### src/design/cait_pkg.sv
// cait_pkg: shared types, constants and helpers for the call argument index tracker
// no dependencies; used by the interfaces, cait_scan and call_argument_index_tracker

package cait_pkg;

  // saturation limits of the scan counters
  localparam int MAX_NEST = 255;
  localparam int MAX_ARGS = 255;

  // counter widths follow from the limits
  localparam int NEST_W = $clog2(MAX_NEST + 1);
  localparam int ARGS_W = $clog2(MAX_ARGS + 1);

  // widths of the request and result fields
  localparam int CH_W  = 8;
  localparam int IDX_W = 8;

  // character codes the scanner reacts to
  localparam logic [CH_W-1:0] CH_LPAREN = 8'h28;
  localparam logic [CH_W-1:0] CH_RPAREN = 8'h29;
  localparam logic [CH_W-1:0] CH_COMMA  = 8'h2C;
  localparam logic [CH_W-1:0] CH_DQUOTE = 8'h22;
  localparam logic [CH_W-1:0] CH_SQUOTE = 8'h27;
  localparam logic [CH_W-1:0] CH_BSLASH = 8'h5C;

  // scan state carried from one character to the next
  typedef struct packed {
    logic              in_quote;
    logic              quote_is_single;
    logic              skip_escaped;
    logic [NEST_W-1:0] nest_level;
    logic [ARGS_W-1:0] comma_total;
    logic              closed_flag;
  } scan_state_t;

  // reported argument index: zero once closed, clipped to the field width
  function automatic logic [IDX_W-1:0] index_of(scan_state_t s);
    logic [31:0] wide;
    wide = 32'(s.comma_total);
    if (s.closed_flag) begin
      return '0;
    end
    if (wide > 32'((1 << IDX_W) - 1)) begin
      return {IDX_W{1'b1}};
    end
    return wide[IDX_W-1:0];
  endfunction

endpackage

### src/design/cait_if.sv
// cait_req_if and cait_res_if: valid/ready channels for characters and results
// depends on cait_pkg for field widths

interface cait_req_if;
  import cait_pkg::*;
  logic            valid;
  logic            ready;
  logic [CH_W-1:0] ch;
  logic            first;
  logic            last;

  modport source (output valid, output ch, output first, output last, input ready);
  modport sink   (input valid, input ch, input first, input last, output ready);
endinterface

interface cait_res_if;
  import cait_pkg::*;
  logic             valid;
  logic             ready;
  logic [IDX_W-1:0] arg_index;
  logic             call_closed;
  logic             end_of_scan;

  modport source (output valid, output arg_index, output call_closed, output end_of_scan,
                  input ready);
  modport sink   (input valid, input arg_index, input call_closed, input end_of_scan,
                  output ready);
endinterface

### src/design/cait_scan.sv
// cait_scan: next scan state for one character (quotes, escapes, nesting, commas)
// depends on cait_pkg

module cait_scan (
  input  cait_pkg::scan_state_t     cur,
  input  logic [cait_pkg::CH_W-1:0] ch,
  input  logic                      first,
  output cait_pkg::scan_state_t     nxt
);
  import cait_pkg::*;

  scan_state_t base;

  always_comb begin
    // a first mark restarts the scan before this character
    base = first ? '0 : cur;
    nxt  = base;
    if (!base.closed_flag) begin
      if (base.in_quote) begin
        // inside a string: escapes and the matching quote only
        if (base.skip_escaped) begin
          nxt.skip_escaped = 1'b0;
        end else if (ch == CH_BSLASH) begin
          nxt.skip_escaped = 1'b1;
        end else if (ch == (base.quote_is_single ? CH_SQUOTE : CH_DQUOTE)) begin
          nxt.in_quote = 1'b0;
        end
      end else if (ch == CH_DQUOTE || ch == CH_SQUOTE) begin
        // opening quote
        nxt.in_quote        = 1'b1;
        nxt.quote_is_single = (ch == CH_SQUOTE);
        nxt.skip_escaped    = 1'b0;
      end else if (ch == CH_LPAREN) begin
        // nesting, saturating
        if (base.nest_level < NEST_W'(MAX_NEST)) begin
          nxt.nest_level = base.nest_level + NEST_W'(1);
        end
      end else if (ch == CH_RPAREN) begin
        // unmatched close ends the call
        if (base.nest_level == '0) begin
          nxt.closed_flag = 1'b1;
        end else begin
          nxt.nest_level = base.nest_level - NEST_W'(1);
        end
      end else if (ch == CH_COMMA && base.nest_level == '0) begin
        // top-level comma, saturating
        if (base.comma_total < ARGS_W'(MAX_ARGS)) begin
          nxt.comma_total = base.comma_total + ARGS_W'(1);
        end
      end
    end
  end

endmodule

### src/design/call_argument_index_tracker.sv
// call_argument_index_tracker: top level, input register, scan state and result register
// depends on cait_pkg, cait_if.sv (cait_req_if, cait_res_if) and cait_scan
//
//  channel  dir  payload                              request moves
//  chars    in   ch[7:0], first, last                 one line character
//  result   out  arg_index[7:0], call_closed, end_of_scan  one answer per character
//
// One character per cycle while results are accepted; each answer is presented once its
// character has passed the input register, then the scan logic into the result register.
// The scan state update is a registered loop of compares and one counter step.
// rst (synchronous) clears the scan state and both stage valids.
// A stalled result holds; the input register still takes a character while it is
// empty, or while the result register is free or being drained in the same cycle.

module call_argument_index_tracker (
  input  logic       clk,
  input  logic       rst,
  cait_req_if.sink   chars,
  cait_res_if.source result
);
  import cait_pkg::*;

  // input register
  logic            s1_v;
  logic [CH_W-1:0] s1_ch;
  logic            s1_first;
  logic            s1_last;

  // scan state and result register
  scan_state_t      state;
  scan_state_t      state_next;
  logic             res_v;
  logic [IDX_W-1:0] res_index;
  logic             res_closed;
  logic             res_end;

  logic adv;
  logic take;

  // stage handshakes
  assign adv         = s1_v && (!res_v || result.ready);
  assign chars.ready = !s1_v || adv;
  assign take        = chars.valid && chars.ready;

  cait_scan u_scan (
    .cur   (state),
    .ch    (s1_ch),
    .first (s1_first),
    .nxt   (state_next)
  );

  // input register control
  always_ff @(posedge clk) begin
    if (rst) begin
      s1_v <= 1'b0;
    end else if (take) begin
      s1_v <= 1'b1;
    end else if (adv) begin
      s1_v <= 1'b0;
    end
  end

  // input register payload
  always_ff @(posedge clk) begin
    if (take) begin
      s1_ch    <= chars.ch;
      s1_first <= chars.first;
      s1_last  <= chars.last;
    end
  end

  // scan state and result valid
  always_ff @(posedge clk) begin
    if (rst) begin
      state <= '0;
      res_v <= 1'b0;
    end else begin
      if (adv) begin
        state <= state_next;
      end
      if (adv) begin
        res_v <= 1'b1;
      end else if (result.ready) begin
        res_v <= 1'b0;
      end
    end
  end

  // result payload
  always_ff @(posedge clk) begin
    if (adv) begin
      res_index  <= index_of(state_next);
      res_closed <= state_next.closed_flag;
      res_end    <= s1_last;
    end
  end

  assign result.valid       = res_v;
  assign result.arg_index   = res_index;
  assign result.call_closed = res_closed;
  assign result.end_of_scan = res_end;

  // closed holds until a first mark restarts the scan
  a_closed_sticky: assert property (@(posedge clk) disable iff (rst)
    state.closed_flag && !(adv && s1_first) |=> state.closed_flag)
    else $error("closed flag dropped without a restart");

  // nesting never passes its limit
  a_nest_limit: assert property (@(posedge clk) disable iff (rst)
    state.nest_level <= NEST_W'(MAX_NEST))
    else $error("nest level beyond limit");

  // inside a string, counters stay put
  a_quote_quiet: assert property (@(posedge clk) disable iff (rst)
    adv && state.in_quote && !s1_first
      |=> $stable(state.comma_total) && $stable(state.nest_level))
    else $error("counter moved inside a string");

  // every character moved out of the input register yields a result
  a_result_follows: assert property (@(posedge clk) disable iff (rst)
    adv |=> res_v)
    else $error("result missing after advance");

endmodule
### src/flat_wrapper.sv
// flat-port wrapper written by rule: the top's interface ports become plain ports
module call_argument_index_tracker_flat import cait_pkg::*;
  (clk, rst, chars_valid, chars_ch, chars_first, chars_last, chars_ready, result_valid, result_arg_index, result_call_closed, result_end_of_scan, result_ready);
  cait_req_if chars_i ();
  cait_res_if result_i ();
  input  logic clk;
  input  logic rst;
  input wire logic [$bits(chars_i.valid)-1:0] chars_valid;
  input wire logic [$bits(chars_i.ch)-1:0] chars_ch;
  input wire logic [$bits(chars_i.first)-1:0] chars_first;
  input wire logic [$bits(chars_i.last)-1:0] chars_last;
  output wire logic [$bits(chars_i.ready)-1:0] chars_ready;
  output wire logic [$bits(result_i.valid)-1:0] result_valid;
  output wire logic [$bits(result_i.arg_index)-1:0] result_arg_index;
  output wire logic [$bits(result_i.call_closed)-1:0] result_call_closed;
  output wire logic [$bits(result_i.end_of_scan)-1:0] result_end_of_scan;
  input wire logic [$bits(result_i.ready)-1:0] result_ready;
  assign chars_i.valid = chars_valid;
  assign chars_i.ch = chars_ch;
  assign chars_i.first = chars_first;
  assign chars_i.last = chars_last;
  assign chars_ready = chars_i.ready;
  assign result_valid = result_i.valid;
  assign result_arg_index = result_i.arg_index;
  assign result_call_closed = result_i.call_closed;
  assign result_end_of_scan = result_i.end_of_scan;
  assign result_i.ready = result_ready;
  call_argument_index_tracker u_core (.clk(clk), .rst(rst), .chars(chars_i), .result(result_i));
endmodule
### config.mk
export PLATFORM = sky130hd
export DESIGN_NAME = call_argument_index_tracker_flat
export DESIGN_NICKNAME = d
export VERILOG_FILES = /design/src/design/cait_pkg.sv /design/src/design/cait_if.sv /design/src/design/cait_scan.sv /design/src/design/call_argument_index_tracker.sv /design/src/flat_wrapper.sv
export SDC_FILE = /design/constraint.sdc
export NUM_CORES = 1
export LEC_CHECK = 0
export ABC_AREA = 0
export ABC_CLOCK_PERIOD_IN_PS = 3700
export BUFFER_PORTS_ARGS = -buffer_cell sky130_fd_sc_hd__buf_2
export CORE_MARGIN = 3
export CORE_UTILIZATION = 55
export CTS_BUF_LIST = sky130_fd_sc_hd__clkbuf_4 sky130_fd_sc_hd__clkbuf_8
export CTS_CLUSTER_SIZE = 25
export DETAILED_ROUTE_END_ITERATION = 8
export PLACE_DENSITY = 0.75
export SLEW_MARGIN = 20
export SYNTH_ARGS = -nofsm -noshare
export SYNTH_HDL_FRONTEND = slang
export SYNTH_SLANG_ARGS = --single-unit
### constraint.sdc
create_clock -name clk -period 3.7 [get_ports clk]
set_input_delay 0.185 -clock clk [delete_from_list [all_inputs] [get_ports clk]]
set_output_delay 0.185 -clock clk [all_outputs]
set_load 0.005 [all_outputs]
# Word-level counts from Yosys, hierarchy flattened

Index checks and enable logic that the tools add are counted.

Bits of input ports: 14
Memory bits (writable): 0
Memories kept: 0
Bits in read-only memories: 0
Logic and storage cells: 69
Register bits: 42
Bits in latches: 0

Equal/unequal tests: 7
$lt $le $gt $ge: 2
Shift operators: 0
Muxes and demuxes: 32
Add/subtract/negate cells: 3
Div/mod/pow operators: 0
Multiply operators: 0
Reductions and logical operators: 11
Bitwise gates (word level): 0

Operators by type and width:

| operator            | number |
|---|---|
| $mux 8              | 9 |
| $eq 8x6->1 const B  | 5 |
| $mux 20             | 2 |
| $mux 17             | 2 |
| $add 8x1->8 const B | 2 |
| $lt 8x8->1 const B  | 2 |
| $mux 1              | 16 |
| $mux 9              | 1 |
| $eq 8x6->1          | 1 |
| $eq 8x7->1 const B  | 1 |
| $logic_not 8->1     | 1 |
| $sub 8x1->8 const B | 1 |
| $mux 3              | 2 |
| $reduce_bool 2->1   | 2 |
| $logic_and 1x1->1   | 3 |
| $logic_or 1x1->1    | 3 |
| $logic_not 1->1     | 2 |

# Depth between registers and ports, before layout

Gate-level depths: netlist of run 1.

Depth after elaboration: 12
Depth in mapped cells: 11

# Hierarchy

Synthesis of run 1 repeated with hierarchy kept, for this count alone.

Cells, all modules: 298
Area, all modules: 2776.4 µm²

By module, submodules not included:

| module                      | cells an instance | area each (µm²) | instances |
|---|---|---|---|
| call_argument_index_tracker | 125               | 1655.3          | 1 |
| cait_scan                   | 173               | 1121.1          | 1 |

# Worst setup path before layout of run 1

OpenSTA, ideal clock, no wires.

Kind: reg2reg
From: reg u_core.s1_first
To: reg u_core.res_index[7], in the netlist u_core.result.arg_index[7] (data pin)
Arrival time: 2.481 ns
Buffers on the path: 1
Slack: 0.938 ns
Clock period less this slack: 2.762 ns
Stages on the path, launching flop included: 10
Required time: 3.419 ns
Path through: edfxtp_1 clkbuf_1 inv_1 nand2_1 ha_1 or4b_4 o21a_4 or4_4 nor2_1 nor4_1

Word-level cells in the longest chain between the ends: 11

RTL lines:

| what                                                                | line                              | source |
|---|---|---|
| start: declaration                                                  | call_argument_index_tracker.sv:26 | `logic s1_first;` |
| start signal: assignment                                            | call_argument_index_tracker.sv:67 | `s1_first <= chars.first;` |
| $mux 20 (*)                                                         | cait_scan.sv:16                   | `base = first ? '0 : cur;` |
| parallel branches: the longest is 6 deep, another holds $add 8x1->8 | n/a                               |  |
| $mux 20 (*)                                                         | cait_scan.sv:18                   | `if (!base.closed_flag) begin` |
| $mux 1                                                              | cait_pkg.sv:40                    | `if (s.closed_flag) begin` |
| $mux 1                                                              | call_argument_index_tracker.sv:91 | `if (adv) begin` |
| $mux 8 (*)                                                          | cait_pkg.sv:43                    | `if (wide > 32'((1 << IDX_W) - 1)) begin` |
| end signal: assignment                                              | call_argument_index_tracker.sv:92 | `res_index <= index_of(state_next);` |
| end: declaration                                                    | call_argument_index_tracker.sv:33 | `logic [IDX_W-1:0] res_index;` |

Mark *: on every way between the ends. The select of a mux whose other input is x is not followed.
A chain may end at the register's enable or synchronous reset.

# Worst setup path after layout of run 1

From: reg u_core.s1_first
To: reg u_core.res_index[5], in the netlist u_core.result.arg_index[5] (data pin)

The elaborated chain is that of the path after synthesis.

==> results of run 1 <==
[flip-flops by register name, summed over array words and instances, names as in the netlist]
| name | cells |
|---|---|
| u_core.result.arg_index | 8 |
| u_core.result.call_closed | 1 |
| u_core.result.end_of_scan | 1 |
| u_core.result.valid | 1 |
| u_core.s1_ch | 8 |
| u_core.s1_first | 1 |
| u_core.s1_last | 1 |
| u_core.s1_v | 1 |
| u_core.state | 20 |
[cell families (layout without fill, tap and decap cells)]
logic type	after synthesis	after routing	share of synthesized area (%)
compound gates	92	92	25.7
xor+xnor	4	4	1.31
fa+ha+maj	3	3	1.40
buf+inv	30	47	4.87
flops	42	42	39.0
simple gates	129	129	27.7
[report_power, final]
| group | internal, W | switching, W | leakage, nW |
|---|---|---|---|
| Sequential | 0.000501 | 0.0000131 | 0.371 |
| Combinational | 0.0000318 | 0.0000616 | 0.544 |
| Clock | 0.000201 | 0.000174 | 0.0504 |
| Total | 0.000734 | 0.000249 | 0.965 |
[how the worst max path moves through the flow]
stage                               from                                       end  slack, ns  depth (start not counted)
2_1_floorplan  u_core.s1_first$_DFFE_PP_  u_core.result.arg_index[7]$_SDFFCE_PP0P_       0.94                          9
5_1_grt        u_core.s1_first$_DFFE_PP_  u_core.result.arg_index[3]$_SDFFCE_PP0P_       0.63                          8
3_5_place_dp   u_core.s1_first$_DFFE_PP_  u_core.result.arg_index[5]$_SDFFCE_PP0P_       0.87                          8
6_report       u_core.s1_first$_DFFE_PP_  u_core.result.arg_index[5]$_SDFFCE_PP0P_       0.83                          8
3_3_place_gp   u_core.s1_first$_DFFE_PP_  u_core.result.arg_index[5]$_SDFFCE_PP0P_       1.01                          8
4_1_cts        u_core.s1_first$_DFFE_PP_  u_core.result.arg_index[5]$_SDFFCE_PP0P_       0.85                          8
[Yosys cell counts, types with 2 or more instances]
master / n
nand2_1: 25
dfxtp_1: 22
edfxtp_1: 20
nand3_1: 19
nor2_1: 17
a21oi_1: 16
o21ai_0: 12
inv_1: 11
a31oi_1: 9
clkbuf_1: 9
nand4_1: 9
nor3_1: 7
a211oi_1: 6
nor2b_1: 6
nor4_1: 6
a21o_1: 5
and2_1: 5
buf_2: 5
nand2b_1: 5
nor4b_1: 5
o211ai_1: 5
or3_1: 5
a211o_1: 4
and3_1: 4
a22oi_1: 3
ha_1: 3
nor3b_1: 3
o21ai_1: 3
xnor2_1: 3
a22o_1: 2
a31o_2: 2
a41oi_1: 2
buf_1: 2
nor4_2: 2
nor4bb_1: 2
o2111a_1: 2
o2111ai_1: 2
o22ai_1: 2
o31a_1: 2
or4b_1: 2
[final cells by class]
class | instances | share of cell area [%]
multi-input combinational | 228 | 51.4
clock buffer | 5 | 2.35
inverter | 12 | 1.54
tap | 65 | 2.78
clock inverter | 3 | 1.54
sequential | 42 | 35.6
timing repair buffer | 27 | 4.79
[per-layer routing]
layer | share of wire, % | track usage [%] | up-vias
met2 | 43 | 37.2 | 137
met4 | 2.3 | 10.7 | 0
met5 | 0 | 0 | -
li1 | - | - | 1196
met3 | 8.4 | 4.35 | 14
met1 | 46 | 38.0 | 1157
[metrics by stage]
step / area (um2) / utilization (%) / instances / hold slack (ns) / power, W
2_1_floorplan: 2670 / - / 300 / 0.284 / 0.000584
5_1_grt: 2920 / 64.5 / 382 / 0.0407 / 0.00102
3_3_place_gp: 2810 / 61.9 / 374 / 0.361 / 0.000614
3_5_place_dp: 2810 / 61.9 / 374 / 0.363 / 0.000617
6_report: 2920 / 64.5 / 382 / 0.0507 / 0.000982
4_1_cts: 2920 / 64.5 / 382 / 0.0469 / 0.000982
==> flow_summary.yaml, run 1 <==
run_status:
  status: "completed"
finish:
  num-fill-cells: 388
  fin_nets: 333
  num_antenna_cells: 0
  final_cell_mix: "nand2_1 (25), buf_2 (25), dfxtp_1 (22)"
  drive_gt1_share_pct: 15.8
  multiInputGateArea_um2: 1500
  area_growth_pct: 9.36
  seqCellArea_um2: 1040
setup_path:
  crit_slowest_cell: "nor3_2"
  worst-setup-path-type: "reg -> reg"
  reg2reg_depth: 8
  cp_max_fo: 11
  reg2reg_slack_ns: 0.83
  start_kind: "flip-flop"
  worstPathCellList: "inv_1, nand2_1, ha_1, or4b_4, o21a_4, nor3_2, a211o_1, a21oi_1"
  r2r-end: "u_core.result.arg_index[5]$_SDFFCE_PP0P_"
  endpoint_kind: "flip-flop"
  worst_ep_required_time_ns: 3.72
  r2r-start: "u_core.s1_first$_DFFE_PP_"
  path_delay_family: "simple AND/OR/NAND/NOR gates"
  critPathMaxStageDelay_ns: 0.60
  cp.arrival_ns: 2.88
  crit_buf_inv: 1
grt:
  grt_pass1_wl_um: 11000
  grt_overflow: 0
  grt_start_max_net_pins: 37
  antenna_found_initial: 0
  grt_pass1_vias: 2203
  grtUsageTotal_pct: 25.8
timing:
  hold_violations: 0
  finalMaxSlewViolations: 0
  fin_ws_ns: 0.832
  max-slew-margin-rel_pct: 35.9
  fin_tns_setup_ns: 0
  clock_skew_ns: 0.00451
  fin_crit_sh_pct: 77.5
  period_minus_slack_ns: 2.87
  finalSetupViolations: 0
  worst_slew_pin_slew_ns: 0.953
  rsz0062_at_grt: "no"
  fmax_mhz: 349
power:
  peakVddDrop_v: 0.000283
  powerDensity_nw_per_um2: 336
  p_leak_nw: 0.965
clock_tree:
  clk_latency_ns: 0.30
  cts_inserted_buffers: 5
  clockBufferDepth: 2
  cts_sinks: 42
  clk_pin_slew_ns: 0.09
  cts_tree: "yes"
  cts_resized: 0
  clockRootBuffer: "clkbuf_8"
  cts_hold_buffers: 0
  postCtsSetupBuffers: 0
  h-tree-depth: 2
drt:
  drtAntennaViolNets: 0
  wl_per_cell_um: 17.7
  drc: 0
  drtIter0Drc: 368
  via_count: 2504
  dr.pass1.iters: 5
  drt_wl_total_um: 6750
  routed_via_density: 6.55
run:
  maxCapViolations: 0
worst_hold_path:
  hp-start: "chars_last"
  min_path_cells: 1
  hold_class: "in -> reg"
  hold_end: "u_core.s1_last$_DFFE_PP_"
floorplan:
  start_util_pct: 58.9
  core-area_um2: 4530
  die_w_um: 75.7
  die_h_um: 75.7
  pin_count: 26
  dieArea_um2: 5730
  fp-row-count: 24
synthesis:
  syn_nets: 317
  ys_seq_area_share_pct: 39.0
  synth_top_area_share_pct: 22.5
  syn-instance-count: 300
  synth_enable_flop_cells: 20
  synthFlopType: "dfxtp_1"
  yosys_warnings: 0
  synth_area_leaders: "edfxtp_1 (22%), dfxtp_1 (16%), nand3_1 (3.6%)"
  yosys.cell_types.count: 66
  synth.avg_cell_area_um2: 8.91
  synth_top_area_cell: "edfxtp_1"
  syn_area_um2: 2670
  synthArstFlopShare_pct: 0
  ys_ff_latch: 42
placed_design:
  pre_cts_ws_ns: 0.871
  hpwl_um: 4710
  place.port_buffers: 25
  place.gp.congestion: 1.00
Note: power is estimated with default switching activity, not from simulation.
==> inputs of run 2 (changes only) <==
--- a/config.mk
+++ b/config.mk
@@ -6,7 +6,7 @@
 export NUM_CORES = 1
 export LEC_CHECK = 0
 export ABC_AREA = 0
-export ABC_CLOCK_PERIOD_IN_PS = 3700
+export ABC_CLOCK_PERIOD_IN_PS = 2790
 export BUFFER_PORTS_ARGS = -buffer_cell sky130_fd_sc_hd__buf_2
 export CORE_MARGIN = 3
 export CORE_UTILIZATION = 55
==> constraint.sdc (replaced) <==
create_clock -name clk -period 2.79 [get_ports clk]
set_input_delay 0.1395 -clock clk [delete_from_list [all_inputs] [get_ports clk]]
set_output_delay 0.1395 -clock clk [all_outputs]
set_load 0.005 [all_outputs]
==> run 2 against run 1 <==
Net effect: sequential power increased by 32%; flip-flop and latch count stayed put; sequential share of layout area down 0.89 points; global-route usage is 0.82 points lower; critical path type unchanged.
==> flow_summary.yaml, run 2 (same netlist as run 1, synthesis figures left out) <==
run_status:
  status: "completed"
drt:
  drtIter0Drc: 250
  routed_via_density: 6.35
  dr.pass1.iters: 5
  wl_per_cell_um: 16.9
  drt_wl_total_um: 6640
  drtAntennaViolNets: 0
  via_count: 2490
  drc: 0
floorplan:
  die_h_um: 75.7
  dieArea_um2: 5730
  pin_count: 26
  start_util_pct: 58.9
  die_w_um: 75.7
  fp-row-count: 24
  core-area_um2: 4530
clock_tree:
  cts_hold_buffers: 0
  clockRootBuffer: "clkbuf_8"
  postCtsSetupBuffers: 0
  clk_pin_slew_ns: 0.09
  clk_latency_ns: 0.30
  cts_tree: "yes"
  cts_inserted_buffers: 5
  cts_resized: 0
  cts_sinks: 42
  h-tree-depth: 2
  clockBufferDepth: 2
setup_path:
  cp.arrival_ns: 2.62
  reg2reg_depth: 8
  crit_slowest_cell: "nor3_2"
  worst_ep_required_time_ns: 2.81
  endpoint_kind: "flip-flop"
  worstPathCellList: "inv_1, nand2_1, ha_1, or4b_4, o21a_4, nor3_2, a211o_1, a21oi_1"
  critPathMaxStageDelay_ns: 0.57
  start_kind: "flip-flop"
  startpoint: "u_core.s1_first$_DFFE_PP_"
  worst-setup-path-type: "reg -> reg"
  r2r-start: "u_core.s1_first$_DFFE_PP_"
  cp_max_fo: 11
timing:
  hold_violations: 0
  worst_hold_slack_ns: 0.0137
  period_minus_slack_ns: 2.60
  clock_skew_ns: 0.0124
  fin_crit_sh_pct: 93.1
  fin_tns_setup_ns: 0
  fmax_mhz: 385
  max-slew-margin-rel_pct: 41.1
  finalSetupViolations: 0
  finalMaxSlewViolations: 0
  rsz0062_at_grt: "no"
  worst_slew_pin_slew_ns: 0.878
worst_hold_path:
  min_path_cells: 1
  hold_class: "in -> reg"
  hp-start: "chars_ch[7]"
finish:
  area_growth_pct: 12.2
  drive_gt1_share_pct: 18.3
  instances_no_fill: 392
  final_cell_mix: "nand2_1 (25), buf_2 (25), dfxtp_1 (22)"
  num_antenna_cells: 0
  fin_nets: 343
  regMostFlops: "u_core.state"
  largest_reg_flops: 20
placed_design:
  placedCellCount: 384
  place.gp.congestion: 0.968
  place.port_buffers: 25
  hpwl_um: 4720
power:
  p_leak_nw: 1.02
  peakVddDrop_v: 0.000360
  powerDensity_nw_per_um2: 435
grt:
  grtUsageTotal_pct: 24.9
  grt_pass1_vias: 2134
  antenna_found_initial: 0
  grt_pass1_wl_um: 10800
  grt_overflow: 0
  grt_start_max_net_pins: 37
run:
  maxCapViolations: 0
-- run 2: cell count changes in the layout (fill, tap and decap cells not counted), sizes merged --
cell	previous run	this run
buf	27	37
clkbuf	5	6
clkinvlp	2	1
-- run 2: power by group --
group	switching (W)	internal, W	total (W)
Clock	0.000216	0.000277	0.000493
Sequential	0.0000144	0.000664	0.000679
Combinational	0.0000847	0.0000479	0.000133
Total	0.000315	0.000989	0.00130
-- run 2: area by class of cell --
type                       instances  area [um2]
inverter                          12        45.0
clock inverter                     2        37.5
clock buffer                       6        76.3
sequential                        42        1040
fill                             360        1540
multi-input combinational        228        1500
timing repair buffer              37         215
tap                               65        81.3
-- run 2: final timing paths --
kind | slack [ns] | endpoint
worst max-delay path | 0.19 | u_core.result.arg_index[5]$_SDFFCE_PP0P_
worst min-delay path | 0.01 | u_core.s1_ch[7]$_DFFE_PP_
worst max register to register | 0.19 | u_core.result.arg_index[5]$_SDFFCE_PP0P_
worst min register to register | 0.42 | u_core.result.end_of_scan$_DFFE_PP_
-- run 2: critical path, delay by kind of cell (launching register included) --
kind            cells  cell delay (ns)
simple gates        3             1.16
compound gates      3             0.57
flops               1             0.35
fa+ha+maj           1             0.18
buf+inv             1             0.07
-- run 2: metrics by stage --
stage                     util, %  power (W)  cell area, um2  worst slack, ns
final                        66.1    0.00130            3000            0.193
after global routing         66.1    0.00135            3000           0.0156
after CTS                    66.1    0.00131            3000            0.193
after detailed placement     63.6   0.000823            2880            0.215
after global placement       63.6   0.000822            2880            0.283
after floorplan                 -   0.000774            2670           0.0284
-- run 2: metal layers --
metal / track usage [%] / vias to the layer above / share of wire, %
met5: 0 / - / 0
met4: 7.77 / 0 / 1.5
met3: 3.69 / 8 / 8.3
met2: 37.7 / 135 / 45
met1: 36.7 / 1131 / 45
li1: - / 1216 / -
==> inputs of run 3 (changes only) <==
--- a/config.mk
+++ b/config.mk
@@ -7,7 +7,7 @@
 export LEC_CHECK = 0
 export ABC_AREA = 0
 export ABC_CLOCK_PERIOD_IN_PS = 2790
-export BUFFER_PORTS_ARGS = -buffer_cell sky130_fd_sc_hd__buf_2
+export BUFFER_PORTS_ARGS = -buffer_cell sky130_fd_sc_hd__clkbuf_2
 export CORE_MARGIN = 3
 export CORE_UTILIZATION = 55
 export CTS_BUF_LIST = sky130_fd_sc_hd__clkbuf_4 sky130_fd_sc_hd__clkbuf_8
==> run 3 against run 2 <==
Net effect: clock skew down 0.0014 ns; first-iteration DRC count down 6.8%; highest routed layer unchanged; register-to-register slack about the same; worst setup slack worse by 0.011 ns; hold slack better by 0.0015 ns.
==> flow_summary.yaml, run 3 (same netlist as run 1, synthesis figures left out) <==
run_status:
  status: "completed"
timing:
  fmax_mhz: 383
  rsz0062_at_grt: "no"
  finalSetupViolations: 0
  fin_tns_setup_ns: 0
  hold_violations: 0
  finalMaxSlewViolations: 0
  worst_slew_pin_slew_ns: 0.877
  max-slew-margin-rel_pct: 41.2
  fin_crit_sh_pct: 93.5
  period_minus_slack_ns: 2.61
  clock_skew_ns: 0.0111
drt:
  drtIter0Drc: 233
  dr_wl_met3_um: 471
  drt-met1-wl_um: 3030
  via_count: 2491
  drt_wl_total_um: 6640
  drc: 0
  drtAntennaViolNets: 0
  dr.pass1.iters: 5
  wl_per_cell_um: 17.1
  top_layer: "met4"
  routed_via_density: 6.40
  dr_wl_met2_um: 2990
grt:
  grt_start_max_net_pins: 37
  grtUsageTotal_pct: 25.4
  grt_overflow: 0
  grt_pass1_wl_um: 11200
  grt_pass1_vias: 2274
  antenna_found_initial: 0
setup_path:
  start_kind: "flip-flop"
  startpoint: "u_core.s1_first$_DFFE_PP_"
  r2r-start: "u_core.s1_first$_DFFE_PP_"
  cp_max_fo: 11
  endpoint_kind: "flip-flop"
  worst-setup-path-type: "reg -> reg"
  cp.arrival_ns: 2.63
  worst_ep_required_time_ns: 2.81
worst_hold_path:
  hp-start: "chars_ch[6]"
  hold_class: "in -> reg"
clock_tree:
  clockBufferDepth: 2
  clockRootBuffer: "clkbuf_8"
  h-tree-depth: 2
  postCtsSetupBuffers: 0
  clk_pin_slew_ns: 0.09
  cts_inserted_buffers: 5
  cts_hold_buffers: 0
  cts_tree: "yes"
  cts_sinks: 42
  cts_resized: 0
  clk_latency_ns: 0.30
power:
  p_seq_share_pct: 52.3
  p_sw_share_pct: 24.1
  p_leak_nw: 1.01
  pwr-share-clk_pct: 37.7
  peakVddDrop_v: 0.000355
  internal_power_w: 0.000988
  powerDensity_nw_per_um2: 438
  power.switching_w: 0.000314
  power_frac_comb_pct: 10.0
  p_total_w: 0.00130
finish:
  fin_util_pct: 65.6
  area_growth_pct: 11.3
  regMostFlops: "u_core.state"
  fin_nets: 340
  num-fill-cells: 380
  drive_gt1_share_pct: 17.6
  largest_reg_flops: 20
  seqCellArea_um2: 1040
  num_antenna_cells: 0
  final_cell_mix: "nand2_1 (25), clkbuf_2 (25), dfxtp_1 (22)"
  multiInputGateArea_um2: 1500
floorplan:
  die_h_um: 75.7
  start_util_pct: 58.9
  dieArea_um2: 5730
  core-area_um2: 4530
  fp-row-count: 24
  pin_count: 26
  die_w_um: 75.7
placed_design:
  hpwl_um: 4750
  place.gp.congestion: 0.955
  place.port_buffers: 25
run:
  maxCapViolations: 0
==> run 3: cell types whose count changed in the layout (fill, tap and decap cells not counted) <==
cell      previous run  this run
buf_2               25         0
clkbuf_2             0        25
buf_4               12         9
==> run 3: final cells by class <==
| type | count | share of cell area, % |
|---|---|---|
| flip-flops and latches | 42 | 35.0 |
| clock inverters | 2 | 1.26 |
| multi-input cells | 228 | 50.5 |
| well taps | 65 | 2.73 |
| inverters | 12 | 1.51 |
| repair buffers | 34 | 6.48 |
| clock buffers | 6 | 2.57 |
==> run 3: critical path, stage by stage, from the launching register on <==
cell	delay, ns
edfxtp_1	0.35
inv_1	0.07
nand2_1	0.11
ha_1	0.17
or4b_4	0.49
o21a_4	0.24
nor3_2	0.59
a211o_1	0.25
a21oi_1	0.07
==> run 3: final timing paths <==
kind | endpoint | slack (ns) | cells past startpoint
worst max-delay path | u_core.result.arg_index[5]$_SDFFCE_PP0P_ | 0.18 | 8
worst min-delay path | u_core.s1_ch[6]$_DFFE_PP_ | 0.02 | 1
worst max register to register | u_core.result.arg_index[5]$_SDFFCE_PP0P_ | 0.18 | 8
worst min register to register | u_core.result.end_of_scan$_DFFE_PP_ | 0.44 | 0
==> run 3: power by group through the flow <==
stage               clock network [W]  registers [W]  logic (W)
floorplan                           0       0.000689  0.0000855
global placement                    0       0.000694   0.000128
detailed placement                  0       0.000695   0.000128
CTS                          0.000498       0.000681   0.000129
global route                 0.000519       0.000684   0.000143
finish                       0.000492       0.000681   0.000130
==> run 3: layer usage <==
metal / GRT usage [%] / vias to the layer above
met4: 8.54 / 0
li1: - / 1210
met2: 39.6 / 117
met3: 3.69 / 12
met5: 0 / -
met1: 36.3 / 1152
==> run 3: stage by stage <==
stage | cells | hold slack, ns | setup slack, ns | instance area (um2)
after detailed placement | 381 | 0.318 | 0.212 | 2860
final | 389 | 0.0152 | 0.182 | 2980
after CTS | 389 | 0.00846 | 0.190 | 2980
after floorplan | 300 | 0.238 | 0.0284 | 2670
after global routing | 389 | 0.00472 | 0.00859 | 2980
after global placement | 381 | 0.317 | 0.284 | 2860
